[src/kvt_pkg.sv]
// ----------------------------------------------------------------------------
// kvt_pkg
// Shared codes, state encoding and controller/datapath interface types for
// the key/value table with sorted listing.
// ----------------------------------------------------------------------------
package kvt_pkg;

  localparam int unsigned OP_BITS     = 2;
  localparam int unsigned STATUS_BITS = 3;
  localparam int unsigned COUNT_BITS  = 5;

  typedef enum logic [OP_BITS-1:0] {
    OP_ADD    = 2'd0,
    OP_LOOKUP = 2'd1,
    OP_LIST   = 2'd2
  } op_e;

  typedef enum logic [STATUS_BITS-1:0] {
    ST_OK    = 3'd0,
    ST_DUP   = 3'd1,
    ST_MISS  = 3'd2,
    ST_FULL  = 3'd3,
    ST_EMPTY = 3'd4
  } status_e;

  typedef enum logic [3:0] {
    S_IDLE,
    S_DECODE,
    S_LK_LOAD,
    S_RK_RD,
    S_RK_CMP,
    S_EM_RD,
    S_EM_LD,
    S_WAIT
  } state_e;

  typedef struct packed {
    logic load_in;
    logic add_load;
    logic lookup_read;
    logic lookup_load;
    logic empty_load;
    logic rank_clear;
    logic rank_read;
    logic rank_step;
    logic emit_read;
    logic emit_load;
  } cmd_t;

  typedef struct packed {
    logic [OP_BITS-1:0] op;
    logic               count_zero;
    logic               j_last;
    logic               out_done;
    logic               out_last;
  } sts_t;

endpackage

[src/kvt_ram.sv]
// ----------------------------------------------------------------------------
// kvt_ram
// Generic single-write, single-read RAM with registered read data.
// ----------------------------------------------------------------------------
module kvt_ram #(
  parameter int unsigned WIDTH = 64,
  parameter int unsigned DEPTH = 16
) (
  input  logic                     clk_i,
  input  logic                     wr_en_i,
  input  logic [$clog2(DEPTH)-1:0] wr_addr_i,
  input  logic [WIDTH-1:0]         wr_data_i,
  input  logic                     rd_en_i,
  input  logic [$clog2(DEPTH)-1:0] rd_addr_i,
  output logic [WIDTH-1:0]         rd_data_o
);

  logic [WIDTH-1:0] mem_q [DEPTH];
  logic [WIDTH-1:0] rd_data_q;

  always_ff @(posedge clk_i) begin
    if (wr_en_i) begin
      mem_q[wr_addr_i] <= wr_data_i;
    end
    if (rd_en_i) begin
      rd_data_q <= mem_q[rd_addr_i];
    end
  end

  assign rd_data_o = rd_data_q;

endmodule

[src/kvt_datapath.sv]
// ----------------------------------------------------------------------------
// kvt_datapath
// Key compare lanes, entry RAM, rank registers and the result register.
// ----------------------------------------------------------------------------
module kvt_datapath #(
  parameter int unsigned DEPTH      = 16,
  parameter int unsigned KEY_BITS   = 32,
  parameter int unsigned VALUE_BITS = 32
) (
  input  logic                                clk_i,
  input  logic                                rst_ni,
  input  kvt_pkg::cmd_t                       cmd_i,
  output kvt_pkg::sts_t                       sts_o,
  input  logic [kvt_pkg::OP_BITS-1:0]         operation_i,
  input  logic signed [KEY_BITS-1:0]          key_i,
  input  logic [VALUE_BITS-1:0]               value_i,
  input  logic                                out_ready_i,
  output logic                                out_valid_o,
  output logic [kvt_pkg::STATUS_BITS-1:0]     status_o,
  output logic signed [KEY_BITS-1:0]          key_out_o,
  output logic [VALUE_BITS-1:0]               value_out_o,
  output logic [kvt_pkg::COUNT_BITS-1:0]      entry_count_o,
  output logic                                last_o
);
  import kvt_pkg::*;

  localparam int unsigned IDX_W = $clog2(DEPTH);
  localparam int unsigned CNT_W = $clog2(DEPTH + 1);
  localparam int unsigned ENT_W = KEY_BITS + VALUE_BITS;

  logic [OP_BITS-1:0]         op_q;
  logic signed [KEY_BITS-1:0] key_q;
  logic [VALUE_BITS-1:0]      value_q;
  logic [CNT_W-1:0]           count_q;
  logic signed [KEY_BITS-1:0] key_reg_q [DEPTH];
  logic [IDX_W-1:0]           rank_q [DEPTH];
  logic [IDX_W-1:0]           j_q;
  logic [IDX_W-1:0]           p_q;
  logic                       hit_q;

  logic                       out_valid_q;
  logic [STATUS_BITS-1:0]     status_q;
  logic signed [KEY_BITS-1:0] key_out_q;
  logic [VALUE_BITS-1:0]      value_out_q;
  logic                       last_q;

  logic [DEPTH-1:0]           live;
  logic [DEPTH-1:0]           match;
  logic [DEPTH-1:0]           sel;
  logic [IDX_W-1:0]           hit_idx;
  logic [IDX_W-1:0]           sel_idx;
  logic                       dup;
  logic                       full;
  logic                       add_wr;
  logic [IDX_W-1:0]           wr_idx;
  logic                       rd_en;
  logic [IDX_W-1:0]           rd_addr;
  logic [ENT_W-1:0]           rd_data;
  logic signed [KEY_BITS-1:0] rd_key;
  logic [VALUE_BITS-1:0]      rd_val;
  logic [CNT_W-1:0]           count_m1;
  logic                       emit_last;

  always_comb begin
    hit_idx = '0;
    sel_idx = '0;
    for (int i = 0; i < DEPTH; i++) begin
      live[i]  = CNT_W'(i) < count_q;
      match[i] = live[i] && (key_reg_q[i] == key_q);
      sel[i]   = live[i] && (rank_q[i] == p_q);
      if (match[i]) begin
        hit_idx = hit_idx | IDX_W'(i);
      end
      if (sel[i]) begin
        sel_idx = sel_idx | IDX_W'(i);
      end
    end
  end

  assign dup       = |match;
  assign full      = (count_q == CNT_W'(DEPTH));
  assign add_wr    = cmd_i.add_load && !dup && !full;
  assign wr_idx    = count_q[IDX_W-1:0];
  assign count_m1  = count_q - CNT_W'(1);
  assign emit_last = (CNT_W'(p_q) == count_m1);

  assign rd_en = cmd_i.lookup_read || cmd_i.rank_read || cmd_i.emit_read;

  always_comb begin
    rd_addr = sel_idx;
    if (cmd_i.lookup_read) begin
      rd_addr = hit_idx;
    end else if (cmd_i.rank_read) begin
      rd_addr = j_q;
    end
  end

  kvt_ram #(
    .WIDTH (ENT_W),
    .DEPTH (DEPTH)
  ) u_ram (
    .clk_i     (clk_i),
    .wr_en_i   (add_wr),
    .wr_addr_i (wr_idx),
    .wr_data_i ({key_q, value_q}),
    .rd_en_i   (rd_en),
    .rd_addr_i (rd_addr),
    .rd_data_o (rd_data)
  );

  assign rd_key = $signed(rd_data[ENT_W-1:VALUE_BITS]);
  assign rd_val = rd_data[VALUE_BITS-1:0];

  always_ff @(posedge clk_i) begin
    if (cmd_i.load_in) begin
      op_q    <= operation_i;
      key_q   <= key_i;
      value_q <= value_i;
    end
    if (cmd_i.lookup_read) begin
      hit_q <= dup;
    end
    for (int i = 0; i < DEPTH; i++) begin
      if (add_wr && (wr_idx == IDX_W'(i))) begin
        key_reg_q[i] <= key_q;
      end
      if (cmd_i.rank_clear) begin
        rank_q[i] <= '0;
      end else if (cmd_i.rank_step && live[i] && (key_reg_q[i] > rd_key)) begin
        rank_q[i] <= rank_q[i] + IDX_W'(1);
      end
    end
    if (cmd_i.rank_clear) begin
      j_q <= '0;
      p_q <= '0;
    end else begin
      if (cmd_i.rank_step) begin
        j_q <= j_q + IDX_W'(1);
      end
      if (cmd_i.emit_load) begin
        p_q <= p_q + IDX_W'(1);
      end
    end
  end

  always_ff @(posedge clk_i or negedge rst_ni) begin
    if (!rst_ni) begin
      count_q     <= '0;
      out_valid_q <= 1'b0;
    end else begin
      if (add_wr) begin
        count_q <= count_q + CNT_W'(1);
      end
      if (cmd_i.add_load || cmd_i.lookup_load || cmd_i.empty_load || cmd_i.emit_load) begin
        out_valid_q <= 1'b1;
      end else if (out_valid_q && out_ready_i) begin
        out_valid_q <= 1'b0;
      end
    end
  end

  always_ff @(posedge clk_i) begin
    if (cmd_i.add_load) begin
      status_q    <= dup ? ST_DUP : (full ? ST_FULL : ST_OK);
      key_out_q   <= key_q;
      value_out_q <= '0;
      last_q      <= 1'b1;
    end else if (cmd_i.lookup_load) begin
      status_q    <= hit_q ? ST_OK : ST_MISS;
      key_out_q   <= key_q;
      value_out_q <= hit_q ? rd_val : '0;
      last_q      <= 1'b1;
    end else if (cmd_i.empty_load) begin
      status_q    <= ST_EMPTY;
      key_out_q   <= '0;
      value_out_q <= '0;
      last_q      <= 1'b1;
    end else if (cmd_i.emit_load) begin
      status_q    <= ST_OK;
      key_out_q   <= rd_key;
      value_out_q <= rd_val;
      last_q      <= emit_last;
    end
  end

  assign out_valid_o   = out_valid_q;
  assign status_o      = status_q;
  assign key_out_o     = key_out_q;
  assign value_out_o   = value_out_q;
  assign entry_count_o = COUNT_BITS'(count_q);
  assign last_o        = last_q;

  assign sts_o.op         = op_q;
  assign sts_o.count_zero = (count_q == '0);
  assign sts_o.j_last     = (CNT_W'(j_q) == count_m1);
  assign sts_o.out_done   = out_valid_q && out_ready_i;
  assign sts_o.out_last   = last_q;

endmodule

[src/kvt_ctrl.sv]
// ----------------------------------------------------------------------------
// kvt_ctrl
// Operation sequencer: decode, rank pass, ordered emit and result handoff.
// ----------------------------------------------------------------------------
module kvt_ctrl (
  input  logic          clk_i,
  input  logic          rst_ni,
  input  logic          in_valid_i,
  output logic          in_ready_o,
  input  kvt_pkg::sts_t sts_i,
  output kvt_pkg::cmd_t cmd_o
);
  import kvt_pkg::*;

  state_e state_q, state_d;

  always_ff @(posedge clk_i or negedge rst_ni) begin
    if (!rst_ni) begin
      state_q <= S_IDLE;
    end else begin
      state_q <= state_d;
    end
  end

  always_comb begin
    state_d    = state_q;
    cmd_o      = '0;
    in_ready_o = 1'b0;
    unique case (state_q)
      S_IDLE: begin
        in_ready_o = 1'b1;
        if (in_valid_i) begin
          cmd_o.load_in = 1'b1;
          state_d       = S_DECODE;
        end
      end
      S_DECODE: begin
        unique case (sts_i.op)
          OP_ADD: begin
            cmd_o.add_load = 1'b1;
            state_d        = S_WAIT;
          end
          OP_LOOKUP: begin
            cmd_o.lookup_read = 1'b1;
            state_d           = S_LK_LOAD;
          end
          OP_LIST: begin
            if (sts_i.count_zero) begin
              cmd_o.empty_load = 1'b1;
              state_d          = S_WAIT;
            end else begin
              cmd_o.rank_clear = 1'b1;
              state_d          = S_RK_RD;
            end
          end
          default: state_d = S_IDLE;
        endcase
      end
      S_LK_LOAD: begin
        cmd_o.lookup_load = 1'b1;
        state_d           = S_WAIT;
      end
      S_RK_RD: begin
        cmd_o.rank_read = 1'b1;
        state_d         = S_RK_CMP;
      end
      S_RK_CMP: begin
        cmd_o.rank_step = 1'b1;
        state_d         = sts_i.j_last ? S_EM_RD : S_RK_RD;
      end
      S_EM_RD: begin
        cmd_o.emit_read = 1'b1;
        state_d         = S_EM_LD;
      end
      S_EM_LD: begin
        cmd_o.emit_load = 1'b1;
        state_d         = S_WAIT;
      end
      S_WAIT: begin
        if (sts_i.out_done) begin
          state_d = sts_i.out_last ? S_IDLE : S_EM_RD;
        end
      end
      default: state_d = S_IDLE;
    endcase
  end

endmodule

[src/key_value_table_sorted_dump_unit.sv]
// ----------------------------------------------------------------------------
// key_value_table_sorted_dump_unit
// Table of up to DEPTH unique signed keys with values: add, lookup and a
// listing in ascending signed key order.
//
// Input channel (in_valid_i/in_ready_o) takes one request at a time; the
// output channel (out_valid_o/out_ready_i) returns its results from a result
// register, last_o marking the final one. Operation code 3 yields no result.
// A listing first runs a rank pass (one entry RAM read and one compare across
// all key lanes per entry), then emits the results one at a time, each only
// after the previous one is taken (select by rank, RAM read, load). The
// sequencer is ready for the next request in the cycle after the last result
// is taken. A stalled receiver holds the result register and the sequencer;
// nothing is dropped. Reset empties the table at once; stored keys and
// values are not cleared.
// ----------------------------------------------------------------------------
module key_value_table_sorted_dump_unit #(
  parameter int unsigned DEPTH      = 16,
  parameter int unsigned KEY_BITS   = 32,
  parameter int unsigned VALUE_BITS = 32
) (
  input  logic                            clk_i,
  input  logic                            rst_ni,
  input  logic                            in_valid_i,
  output logic                            in_ready_o,
  input  logic [kvt_pkg::OP_BITS-1:0]     operation_i,
  input  logic signed [KEY_BITS-1:0]      key_i,
  input  logic [VALUE_BITS-1:0]           value_i,
  output logic                            out_valid_o,
  input  logic                            out_ready_i,
  output logic [kvt_pkg::STATUS_BITS-1:0] status_o,
  output logic signed [KEY_BITS-1:0]      key_out_o,
  output logic [VALUE_BITS-1:0]           value_out_o,
  output logic [kvt_pkg::COUNT_BITS-1:0]  entry_count_o,
  output logic                            last_o
);
  import kvt_pkg::*;

  cmd_t cmd;
  sts_t sts;

  kvt_ctrl u_ctrl (
    .clk_i      (clk_i),
    .rst_ni     (rst_ni),
    .in_valid_i (in_valid_i),
    .in_ready_o (in_ready_o),
    .sts_i      (sts),
    .cmd_o      (cmd)
  );

  kvt_datapath #(
    .DEPTH      (DEPTH),
    .KEY_BITS   (KEY_BITS),
    .VALUE_BITS (VALUE_BITS)
  ) u_dp (
    .clk_i         (clk_i),
    .rst_ni        (rst_ni),
    .cmd_i         (cmd),
    .sts_o         (sts),
    .operation_i   (operation_i),
    .key_i         (key_i),
    .value_i       (value_i),
    .out_ready_i   (out_ready_i),
    .out_valid_o   (out_valid_o),
    .status_o      (status_o),
    .key_out_o     (key_out_o),
    .value_out_o   (value_out_o),
    .entry_count_o (entry_count_o),
    .last_o        (last_o)
  );

  a_no_overlap: assert property (@(posedge clk_i) disable iff (!rst_ni)
    !(in_ready_o && out_valid_o))
    else $error("request taken while a result is pending");

  a_last_frees: assert property (@(posedge clk_i) disable iff (!rst_ni)
    out_valid_o && out_ready_i && last_o |=> in_ready_o)
    else $error("not ready after final result");

  a_count_hold: assert property (@(posedge clk_i) disable iff (!rst_ni)
    out_valid_o && !out_ready_i |=> $stable(entry_count_o))
    else $error("entry count moved under stall");

  a_empty_shape: assert property (@(posedge clk_i) disable iff (!rst_ni)
    out_valid_o && (status_o == ST_EMPTY) |-> last_o && (entry_count_o == '0))
    else $error("malformed empty result");

endmodule

[config.mk]
export PLATFORM = sky130hd
export DESIGN_NAME = key_value_table_sorted_dump_unit
export DESIGN_NICKNAME = d
export VERILOG_FILES = /design/src/kvt_pkg.sv /design/src/kvt_ram.sv /design/src/kvt_datapath.sv /design/src/kvt_ctrl.sv /design/src/key_value_table_sorted_dump_unit.sv
export SDC_FILE = /design/constraint.sdc
export NUM_CORES = 2
export LEC_CHECK = 0
export ABC_AREA = 1
export BUFFER_PORTS_ARGS = -buffer_cell sky130_fd_sc_hd__clkbuf_2
export CORE_ASPECT_RATIO = 0.8
export CORE_UTILIZATION = 51
export DETAILED_ROUTE_END_ITERATION = 6
export PLACE_DENSITY_LB_ADDON = 0.3
export SLEW_MARGIN = 10
export SYNTH_ARGS = -nofsm -noshare
export SYNTH_HDL_FRONTEND = slang
export SYNTH_HIERARCHICAL = 1
export SYNTH_SLANG_ARGS = --single-unit
[constraint.sdc]
create_clock -name clk_i -period 6.48 [get_ports clk_i]
set_input_delay 0.972 -clock clk_i [delete_from_list [all_inputs] [get_ports clk_i]]
set_output_delay 0.972 -clock clk_i [all_outputs]
set_load 0.02 [all_outputs]
# [After elaboration in Yosys (flattened, before gate mapping)]
# Memories as Yosys holds them, arrays and structs flattened. A register that Yosys moved wholly into a read port is not among the register bits.
# Cells that the tools add are included.
[word_totals] register_bits=153 ramBits=1600 output_inout_bits=75 wordCells=475 memories=3
[op_classes] add_sub_neg=20 n_lt_le_gt_ge=32 eq_ne=60 mux=216 bitwise_logic=16 reduce_logical=115
[memory_table] name="u_dp.u_ram.mem_q" depth=16 word_bits=64 rd=1 rd_ports_with_merged_regs=1 write_ports=1 line_no="kvt_ram.sv:18" rtl="logic [WIDTH-1:0] mem_q [DEPTH];"
[memory_table] name="u_dp.key_reg_q" depth=16 word_bits=32 rd=16 rd_ports_with_merged_regs=0 write_ports=1 line_no="kvt_datapath.sv:35" rtl="logic signed [KEY_BITS-1:0] key_reg_q [DEPTH];"
[memory_table] name="u_dp.rank_q" depth=16 word_bits=4 rd=16 rd_ports_with_merged_regs=0 write_ports=16 line_no="kvt_datapath.sv:36" rtl="logic [IDX_W-1:0] rank_q [DEPTH];"
[ops] operator="32-bit two-way mux" count=23
[ops] operator="32-bit == test" count=16
[ops] operator="32-bit greater-than comparator" count=16
[ops] operator="32-bit OR reduction" count=15
[ops] operator="4-bit two-way mux" count=51
[ops] operator="1-bit two-way mux" count=115
[ops] operator="1-bit logical AND" count=82
[ops] operator="4-bit by 1-bit adder with 4-bit output (second input constant)" count=18
[ops] operator="4-bit == test" count=15
[ops] operator="3-bit two-way mux" count=16
[ops] operator="4-bit by 5-bit less-than comparator with 1-bit output (first input constant)" count=8
[ops] operator="4-bit by 3-bit == test with 1-bit output (second input constant)" count=8
[ops] operator="4-bit == test (second input constant)" count=8
[ops] operator="4-bit one-hot mux with 7 select lines" count=1
[ops] operator="3-bit by 5-bit less-than comparator with 1-bit output (first input constant)" count=4
[ops] operator="2-bit two-way mux" count=9
[ops] operator="4-bit by 2-bit == test with 1-bit output (second input constant)" count=4
[ops] operator="1-bit OR" count=16
[ops] operator="16-bit OR reduction" count=1
[ops] operator="4-bit by 5-bit == test with 1-bit output" count=2
[ops] operator="1-bit by 5-bit less-than comparator with 1-bit output (first input constant)" count=2
[ops] operator="2-bit by 5-bit less-than comparator with 1-bit output (first input constant)" count=2
[ops] operator="3-bit one-hot mux with 3 select lines" count=1
[ops] operator="4-bit by 1-bit == test with 1-bit output (second input constant)" count=2
[ops] operator="other kinds (17)" count=24

# [Depth between registers and ports, before layout]
# An unclocked memory read counts as a cell.
[logic_depth] depth_word=26 depth_mapped=26 ltp_nobuf=21

# [Hierarchy]
# The synthesis kept the hierarchy.
[modules_own_cells] module="kvt_datapath" instances=1 cells_each=4965 area_per_inst_um2=46191.8 seq_area_each_um2=21210.3
[modules_own_cells] module="kvt_ram" instances=1 cells_each=4210 area_per_inst_um2=45926.5 seq_area_each_um2=32671.3
[modules_own_cells] module="kvt_ctrl" instances=1 cells_each=52 area_per_inst_um2=316.6 seq_area_each_um2=75.1

# [Worst setup path after synthesis]
# OpenSTA, ideal clock, no wires.
[synth_path] path_kind="reg-to-reg" start="register u_dp.key_q[11]" end="memory u_dp.u_ram.mem_q[12][0], enable pin" arrival_time_ns=5.139 required_time_ns=5.993 setup_slack_ns=0.854 path_stages_with_launch=18 synth_period_minus_slack_ns=5.626 cell_sequence="edfxtp_1 > buf_4 > inv_1 > or2_2 > nand3_1 > nor2_1 > nand2_1 > nor2_1 > nand2_1 > nand2_1 > nor2_1 > nand2_2 > nor2_4 > nand3_4 > buf_6 > inv_1 > nand3_1 > nor2_1"
[synth_between] elab_chain_cells=8 word_cells_on_any_way=38 classes_between="eq/ne: 16; mux: 2; reduce/logical: 20"
[synth_rtl] item="from (decl)" line_no="kvt_datapath.sv:32" rtl="logic signed [KEY_BITS-1:0] key_q;"
[synth_rtl] item="from (signal assigned)" line_no="kvt_datapath.sv:117" rtl="key_q <= key_i;"
[synth_rtl] item="32-bit == test" line_no="kvt_datapath.sv:69" rtl="match[i] = live[i] && (key_reg_q[i] == key_q);"
[synth_rtl] item="1-bit logical AND" line_no="kvt_datapath.sv:69"
[synth_rtl] item="16-bit OR reduction (*)" line_no="kvt_datapath.sv:80" rtl="assign dup = |match;"
[synth_rtl] item="1-bit zero test (*)" line_no="kvt_datapath.sv:82" rtl="assign add_wr = cmd_i.add_load && !dup && !full;"
[synth_rtl] item="1-bit logical AND (*) (2 in series)" line_no="kvt_datapath.sv:82"
[synth_rtl] item="named net u_dp.add_wr" line_no="kvt_datapath.sv:54" rtl="logic add_wr;"
[synth_rtl] item="1-bit two-way mux (*)" line_no="kvt_ram.sv:22" rtl="if (wr_en_i) begin"
[synth_rtl] item="1-bit two-way mux (implied by the code) (*)" line_no="kvt_ram.sv:23" rtl="mem_q[wr_addr_i] <= wr_data_i;"
[synth_rtl] item="to (decl)" line_no="kvt_ram.sv:18"
# The timed path passes the listed nets; every way through them passes the cells marked *.

# [Worst setup path in the final report]
[layout_path] start="register u_dp.count_q[0] (netlist: u_dp/entry_count_o[0])" end="register u_dp.u_ram.rd_data_q[59] (netlist: u_dp/u_ram/rd_data_o[59]) (read register of u_dp.u_ram.mem_q), data pin"
[layout_between] word_cells_on_any_way=77 classes_between="order compare: 15; mux: 32; reduce/logical: 30"
[layout_rtl] item="from (decl)" line_no="kvt_datapath.sv:34" rtl="logic [CNT_W-1:0] count_q;"
[layout_rtl] item="from (signal assigned)" line_no="kvt_datapath.sv:152" rtl="count_q <= count_q + CNT_W'(1);"
[layout_rtl] item="3-bit by 5-bit less-than comparator with 1-bit output" line_no="kvt_datapath.sv:68" rtl="live[i] = CNT_W'(i) < count_q;"
[layout_rtl] item="1-bit logical AND" line_no="kvt_datapath.sv:70" rtl="sel[i] = live[i] && (rank_q[i] == p_q);"
[layout_rtl] item="3-bit two-way mux (4 in series)" line_no="kvt_datapath.sv:74" rtl="if (sel[i]) begin"
[layout_rtl] item="4-bit two-way mux (8 in series)" line_no="kvt_datapath.sv:74"
[layout_rtl] item="4-bit two-way mux" line_no="kvt_datapath.sv:93" rtl="end else if (cmd_i.rank_read) begin"
[layout_rtl] item="4-bit two-way mux (*)" line_no="kvt_datapath.sv:91" rtl="if (cmd_i.lookup_read) begin"
[layout_rtl] item="named net u_dp.rd_addr[2]" line_no="kvt_datapath.sv:57" rtl="logic [IDX_W-1:0] rd_addr;"
[layout_rtl] item="to (decl)" line_no="kvt_ram.sv:19" rtl="logic [WIDTH-1:0] rd_data_q;"
# Marked as above.
# A chain may end at the register's enable or synchronous reset.

==> results.toml <==
[routing]
drt_iter0_markers = 10300
ant_nets = 0
drtPass1Iterations = 7
viasPerCell = 5.89
wl_per_cell_um = 25.8
drcViolationCount = 10
vias = 70700
routed_wl_mm = 309

[worst_setup_path]
cpLargestDelayFamily = "simple AND/OR/NAND/NOR gates"
worstPathMaxFanout = 71
crit_type = "flip-flop to flip-flop"
path_buf_inv = 3
worstPathCellList = "nor2_1 > o21ai_0 > inv_1 > nor2_1 > nand3_1 > nor2_1 > nor2_1 > nand2_1 > nor3_1 > nor2_4 > inv_6 > buf_4 > nand3_1 > nand3_1 > nand2_1"
arrival_ps = 6020
end_kind = "flip-flop"
start_kind = "flip-flop"
cp.required_ps = 7150
cp_slowest_stage_delay_ps = 940
cp_slowest_cell = "o21ai_0"
cp_common_cell = "nor2_1"

[place]
dp_hpwl_mm = 196
place.gp.congestion = 1.03
placed_area_um2 = 96400
io_buffer_count = 144

[sta]
setup_tns_ps = 0
worst_clock_skew_ps = 69.3
grt_setup_unrepaired = "no"
drv_slew = 0
relSlewSlack_pct = 14.0
fmax_ghz = 0.187
post-route-period-util_pct = 82.6
min_period_ps = 5350
tightest_slew_ps = 1290
hold_viol_final = 0
finalSetupViolCount = 0

[die]
die-area_um2 = 183000
ioPinCount = 145
core_area_um2 = 180000
rows = 139
start_util_pct = 51.5
dieWidth_um = 478
fp.dieH_um = 383

[clocking]
cts_hold_buf = 1
cts_made_buffers = 182
ctsResizeCount = 0
clk_pin_slew_ps = 60
clk_path_buf_depth = 3
htree_levels = 4
root_buffer = "clkbuf_16"
clock_latency_ps = 860
cts_setup_buffers = 0
clkSinkCount = 1812
cts_tree = "done"

[layout]
fin_util_pct = 56.9
layout-drive-gt1-share_pct = 7.66
area_growth_syn_to_layout_pct = 10.6
nets = 10000
n_fill_cell = 15100
finalInstanceArea_um2 = 102000

[yosys]
synth.yosys.warnings = 6
syn_area_um2 = 92400
netlist_top_cells_area = "edfxtp_1 (57%), nand2_1 (10%), ha_1 (6.8%), nand3_1 (5.2%), inv_1 (4.7%)"
syn_inst = 9227
synth_edf_count = 1762
synth.avg_cell_area_um2 = 10.0
synth_top_area_cell = "edfxtp_1"
ys_ff_latch = 1812
yosysSeqAreaShare_pct = 58.4
synth_cell_type_count = 57
synth_async_sr_flop_share_pct = 0.497
yosys.area.top_type_share_pct = 57.2
synth_ff_type = "edfxtp_1"
synth_fp_nets = 9799

[pwr]
power_density_nw_per_um2 = 383
p_leak_uw = 0.0424
irDropWorstVdd_mv = 0.363

[global_route]
antenna_found_initial = 18
overflow = 0
grt_pass1_vias = 66200
grt_start_max_net_pins = 155
groute.usage.overall_pct = 33.3
grt_pass1_wl_mm = 443

[run_status]
violations = "design-rule violations"
status = "finished, violations left"

[job]
cap_violations = 0

[hold_path]
hold_class = "input pin to flip-flop"
-- per-layer routing --
layer / vias to the layer above / GRT usage [%] / part of all wire, %
li1: 31400 / - / -
met1: 33900 / 47.5 / 40
met2: 4615 / 48.1 / 42
met3: 765 / 8.04 / 13
met4: 4 / 14.9 / 5.0
met5: - / 0 / 0.0081
-- report_power, final --
part           internal, uW  total, uW  switching (uW)
Clock                  5740      10400            4700
Combinational          4040      14400           10400
Sequential            13800      14300             426
-- worst reg2reg max path, stage by stage (launching register included) --
cell	delay, ps
dfrtp_1	770
nor2_1	230
o21ai_0	940
inv_1	490
nor2_1	210
nand3_1	90
nor2_1	450
nor2_1	130
nand2_1	140
nor3_1	110
nor2_4	500
inv_6	420
buf_4	380
nand3_1	150
nand3_1	80
nand2_1	120
-- kinds of logic after synthesis --
kind of cell / Yosys count / synth area share (%)
AND/OR/NAND/NOR: 4424 / 20.4
flip-flops: 1812 / 58.4
buffers and inverters: 1507 / 7.17
AO/OA/AOI/OAI: 577 / 3.44
adder cells (fa/ha/maj): 502 / 6.80
XOR/XNOR: 405 / 3.84
-- synth_stat cells (12+ instances only) --
| library cell | number |
|---|---|
| o211ai_1 | 21 |
| nor3b_1 | 22 |
| a21oi_1 | 271 |
| or2_2 | 27 |
| nor2_2 | 12 |
| nand3b_1 | 27 |
| inv_1 | 1156 |
| clkbuf_1 | 39 |
| a211oi_1 | 21 |
| nor4_1 | 18 |
| nand2_1 | 2499 |
| dfxtp_1 | 41 |
| buf_6 | 68 |
| edfxtp_1 | 1762 |
| o22ai_1 | 42 |
| inv_2 | 18 |
| nand4_1 | 184 |
| ha_1 | 502 |
| nor2_1 | 568 |
| xor2_1 | 94 |
| xnor2_1 | 311 |
| buf_2 | 133 |
| or2_1 | 13 |
| buf_4 | 73 |
| o21ai_0 | 173 |
| nand3_1 | 956 |
| o21bai_1 | 16 |
| nor3_1 | 58 |
-- layout make-up --
| type | count | area [um2] | area share [%] |
|---|---|---|---|
| Inverter | 1181 | 4460 | 4.37 |
| Multi-Input combinational cell | 5908 | 32100 | 31.4 |
| Tap cell | 2397 | 3000 | 2.93 |
| Timing Repair Buffer | 358 | 2890 | 2.83 |
| Antenna cell | 5 | 12.5 | 0.0122 |
| Clock inverter | 101 | 963 | 0.942 |
| Clock buffer | 238 | 4870 | 4.76 |
| Sequential cell | 1812 | 54000 | 52.8 |
-- state kept, by name, summed over array words and instances (netlist names), 4 cells and up --
name,cells
u_dp/u_ram/rd_data_o,64
u_dp/key_out_o,32
u_dp/j_q,4
u_dp/value_q,32
u_dp/u_ram/mem_q,1024
u_dp/key_q,32
u_dp/key_reg_q,512
u_dp/entry_count_o,5
u_dp/rank_q,60
u_dp/p_q,4
u_dp/value_out_o,32
-- worst paths after layout --
path,slack (ps),endpoint,cells past startpoint,start
worst max-delay path,1130,u_dp/u_ram/rd_data_o[59]$_DFFE_PP_,15,u_dp/entry_count_o[0]$_DFFE_PN0P_
worst min-delay path,310,u_dp/key_q[12]$_DFFE_PP_,1,key_i[12]
worst max register to register,1130,u_dp/u_ram/rd_data_o[59]$_DFFE_PP_,15,u_dp/entry_count_o[0]$_DFFE_PN0P_
worst min register to register,460,u_dp/value_out_o[31]$_SDFFE_PP0P_,2,u_dp/value_out_o[31]$_SDFFE_PP0P_
max in group asynchronous,5640,u_dp/entry_count_o[1]$_DFFE_PN0P_,2,rst_ni
min in group asynchronous,580,u_dp/out_valid_o$_DFFE_PN0P_,2,rst_ni
-- metrics by stage --
step / std cells / hold WS [ps] / setup slack [ps] / power (uW)
6_report: 12000 / 307 / 1130 / 39100
5_1_grt: 12000 / 267 / 1190 / 40800
4_1_cts: 12000 / 255 / 1520 / 38800
3_5_place_dp: 11700 / 454 / 1570 / 28400
3_3_place_gp: 11700 / 445 / 1600 / 28100
2_1_floorplan: 9227 / 482 / 854 / 23400
-- cells in the final DEF, fill, tap and decap left out, drive strengths merged, types with 94 or more instances in the layout --
| master | netlist | final |
|---|---|---|
| ha | 502 | 502 |
| nand3 | 959 | 959 |
| clkbuf | 40 | 382 |
| nor2 | 584 | 584 |
| inv | 1175 | 1180 |
| o21ai | 175 | 175 |
| xnor2 | 311 | 311 |
| nand2 | 2502 | 2502 |
| buf | 286 | 213 |
| edfxtp | 1762 | 1762 |
| xor2 | 94 | 94 |
| nand4 | 185 | 185 |
| a21oi | 272 | 272 |
No activity file was read; power rests on OpenSTA's default activity.
